File: src/rtl/core/pli_pkg.sv
// ----------------------------------------------------------------------------
// pli_pkg
// Types, widths and codes shared by the curve interpolation block.
// ----------------------------------------------------------------------------
package pli_pkg;

  localparam int MAX_POINTS = 64;
  localparam int IDX_W      = $clog2(MAX_POINTS);
  localparam int PTS_W      = $clog2(MAX_POINTS + 1);

  localparam int TIME_W     = 48;
  localparam int VAL_W      = 32;
  localparam int NUM_W      = 7;
  localparam int PIDX_W     = 6;
  localparam int X_W        = TIME_W + 1;
  localparam int MAG_W      = VAL_W + 1;
  localparam int ACC_W      = TIME_W + MAG_W;
  localparam int ALU_W      = ACC_W;
  localparam int CNT_W      = $clog2(MAG_W);
  localparam int ENTRY_W    = TIME_W + VAL_W;
  localparam int CFG_IDX_W  = 1;

  localparam logic [CFG_IDX_W-1:0] CFG_DAY_TODAY  = 1'b0;
  localparam logic [CFG_IDX_W-1:0] CFG_NUM_POINTS = 1'b1;

  localparam logic REQ_WRITE = 1'b0;
  localparam logic REQ_QUERY = 1'b1;

  localparam logic [1:0] REG_INTERP = 2'd0;
  localparam logic [1:0] REG_FIRST  = 2'd1;
  localparam logic [1:0] REG_LAST   = 2'd2;
  localparam logic [1:0] REG_EMPTY  = 2'd3;

  typedef enum logic {
    ALU_ADD,
    ALU_SUB
  } alu_op_e;

  typedef struct packed {
    alu_op_e          op;
    logic [ALU_W-1:0] a;
    logic [ALU_W-1:0] b;
  } alu_req_t;

  typedef struct packed {
    logic                     req_type;
    logic [PIDX_W-1:0]        point_index;
    logic signed [TIME_W-1:0] point_time;
    logic signed [VAL_W-1:0]  point_value;
    logic signed [TIME_W-1:0] expiry;
  } pli_req_t;

  typedef struct packed {
    logic signed [VAL_W-1:0] curve_value;
    logic [1:0]              region;
  } pli_res_t;

endpackage

File: src/rtl/core/pli_alu.sv
// ----------------------------------------------------------------------------
// pli_alu
// Shared wide adder/subtractor used by every step of the sequencer.
// ----------------------------------------------------------------------------
module pli_alu
  import pli_pkg::*;
(
  input  alu_req_t         req_i,
  output logic [ALU_W-1:0] sum_o
);

  always_comb begin
    case (req_i.op)
      ALU_SUB: sum_o = req_i.a - req_i.b;
      default: sum_o = req_i.a + req_i.b;
    endcase
  end

endmodule

File: config.mk
export PLATFORM = sky130hd
export DESIGN_NAME = pli_alu
export DESIGN_NICKNAME = d
export VERILOG_FILES = /design/src/rtl/core/pli_pkg.sv /design/src/rtl/core/pli_alu.sv
export SDC_FILE = /design/constraint.sdc
export NUM_CORES = 1
export LEC_CHECK = 0
export BUFFER_PORTS_ARGS = -buffer_cell sky130_fd_sc_hd__buf_4
export CAP_MARGIN = 20
export CORE_MARGIN = 5
export CORE_UTILIZATION = 30
export DETAILED_ROUTE_END_ITERATION = 7
export GPL_TIMING_DRIVEN = 0
export PLACE_DENSITY_LB_ADDON = 0.3
export SETUP_SLACK_MARGIN = 0.3
export SYNTH_ARGS = -nofsm -noshare
export SYNTH_HDL_FRONTEND = slang
export SYNTH_SLANG_ARGS = --single-unit
File: constraint.sdc
create_clock -name vclk -period 6.65
set_input_delay 0.3325 -clock vclk [all_inputs]
set_output_delay 0.3325 -clock vclk [all_outputs]
set_load 0.02 [all_outputs]
==> impl_metrics.csv <==
group,metric,value,unit
synthesis,syn-cell-area,7210,um2
floorplanning,fp.dieArea,27200,um2
clock_network,cts_hold_buffers,0,
synthesis,synth_largest_area_cell,"ha_1",
route,drt_first_pass_iters,6,
timing,tightest_slew,0.708,ns
route,via_per_inst,5.62,
global_route,antenna_found_initial,7,
finish,fin_area,9460,um2
worst_setup_path,worstPathArrival,5.74,ns
timing,slew_viol_final,0,
floorplanning,ioPinCount,244,
synthesis,yosysMostFrequentCell,"a21oi_1",
route,drc_errors,0,
synthesis,ys_warn_count,0,
placed_design,place_congestion,0.984,
route,wl_per_cell,18.7,um
global_route,grt_max_degree,11,
timing,tns,0,ns
worst_setup_path,criticalPathCategory,"in2out",
timing,hold_viol,0,
timing,min_period,6.07,ns
synthesis,yosysUniqueCellTypes,80,
synthesis,seq_area_frac_synth,0,%
placed_design,hpwl,27.4,mm
synthesis,synth_common_cells,"a21oi_1 (141), nor2_1 (130), xnor2_1 (112), nand2_1 (93), ha_1 (81)",
run_status,status,"finished clean",
synthesis,syn_area_per_cell,6.47,um2
global_route,track_usage,21.6,%
finish,regArea,0,um2
worst_setup_path,critical_path_required,6.32,ns
power_and_ir_drop,p_leak,4.10,nW
floorplanning,initial_utilization,30.6,%
route,ant_nets,0,
floorplanning,fp.dieW,165,um
power_and_ir_drop,p_total,1.55,mW
timing,clock.fmax,165,MHz
synthesis,synthTopCellsByArea,"ha_1 (14%), xnor2_1 (14%), a21oi_1 (9.8%)",
placed_design,portBuffers,243,
global_route,grt_pass1_vias,8657,
power_and_ir_drop,p_per_area,163,nW/um2
finish,n_clock_buffer,0,
global_route,grt_overflow,0,
worst_hold_path,hold_path.class,"in2out",
worst_setup_path,critPathCaptureType,"output port",
finish,seq_cells,0,
timing,finalSetupViolCount,0,
timing,period_share,91.3,%
synthesis,netlist.area_leader.share,14.1,%
power_and_ir_drop,ir_drop,0.0957,mV
finish,nets,1604,
global_route,grt_pass1_wl,46.8,mm
finish,layout-drive-gt1-share,20.6,%
job,timing.max_cap.violations,0,
timing,relSlewSlack,52.1,%
route,wirelength,31.5,mm
route,num_vias,9453,
floorplanning,core,23500,um2
finish,syn_to_final_growth,31.3,%
worst_setup_path,critPathMaxFanout,8,
route,drt-initial-drc-count,824,
floorplanning,die_h,165,um
placed_design,placed_area,9430,um2
synthesis,syn_inst,1114,
synthesis,synth_nets,1359,
worst_setup_path,cp-start-kind,"input pin",
floorplanning,rows,56,
timing,rsz0062_at_grt,"false",
worst paths after layout:
path | start | end | depth (start not counted) | slack, ns
max | req_i[5] | sum_o[79] | 19 | 0.58
min | req_i[82] | sum_o[1] | 3 | 1.07
placed cells by master, fill, tap and decap left out, types with 4 or more instances in the layout:
cell type,n
buf_4,244
a21oi_1,141
nor2_1,130
xnor2_1,112
nand2_1,93
ha_1,81
o21ai_0,64
inv_1,44
a21o_1,40
nor3_1,38
xor2_1,36
clkbuf_1,26
nand4_1,26
a31oi_1,24
o21bai_1,24
nor4_1,21
nand3_1,15
or3_1,13
and3_1,13
nor2b_1,11
nand2b_1,10
o21a_1,9
o211ai_1,8
a211oi_1,8
and2_1,7
diode_2,5
buf_2,5
buf_1,5
a41oi_1,5
o31ai_1,5
a2111oi_0,5
a21boi_0,5
or4_1,4
o21ai_1,4
nor3b_1,4
o2111ai_1,4
o211a_1,4
per-stage QoR:
step	std cells	util, %	hold WS [ns]	setup WS (ns)
2_1_floorplan	1114	-	0.856	1.46
3_3_place_gp	1676	40.1	1.08	0.284
3_5_place_dp	1676	40.1	1.07	0.308
4_1_cts	1676	40.1	1.08	0.371
5_1_grt	1681	40.2	1.09	0.322
6_report	1681	40.2	1.07	0.579
critical path: stages:
cell,delay (ns)
buf_4,0.12
or4_4,0.59
nor4_4,0.23
nand3_1,0.20
nor4_1,0.46
a21oi_1,0.16
xnor2_1,0.16
ha_1,0.27
buf_2,0.19
and3_1,0.24
nand4_1,0.18
nor3_1,0.33
nor4b_4,0.44
o2111ai_1,0.37
a31oi_2,0.53
a211oi_1,0.18
o31ai_1,0.29
xor2_1,0.26
buf_4,0.19
area by class of cell:
class	instances	area [um2]
antenna	5	12.5
buffer	38	154
fill	2574	14100
inverter	44	165
multi-input combinational	1032	6910
tap	319	399
timing repair buffer	243	1820
kinds of logic after synthesis:
family,synth area share (%)
xor gates and xnor gates,18.0
AOI/OAI and AO/OA,33.4
buffers and inverters,4.43
and+or+nand+nor,29.1
adders and majority gates,14.3
muxes,0.729
what timing repair did:
action	CTS	global route
pin swaps	0	0
resized for setup	1	4
buffers inserted	0	0
setup endpoints to repair	2	6
power breakdown:
| part | switching (mW) | internal [mW] | leakage (nW) |
|---|---|---|---|
| sequential | 0 | 0 | 0 |
| combinational | 0.918 | 0.628 | 4.10 |
| clock | 0 | 0.000000101 | 0.0000317 |
routing by layer:
layer	GRT usage (%)	part of all wire (%)	vias to the layer above	wire length, um
met4	5.90	3.1	4	985
met5	0	0.067	-	21
met1	29.8	44	4368	13900
li1	-	-	4638	-
met2	35.1	45	393	14200
met3	2.85	7.7	50	2430
Note: power is estimated with default switching activity, not from simulation.
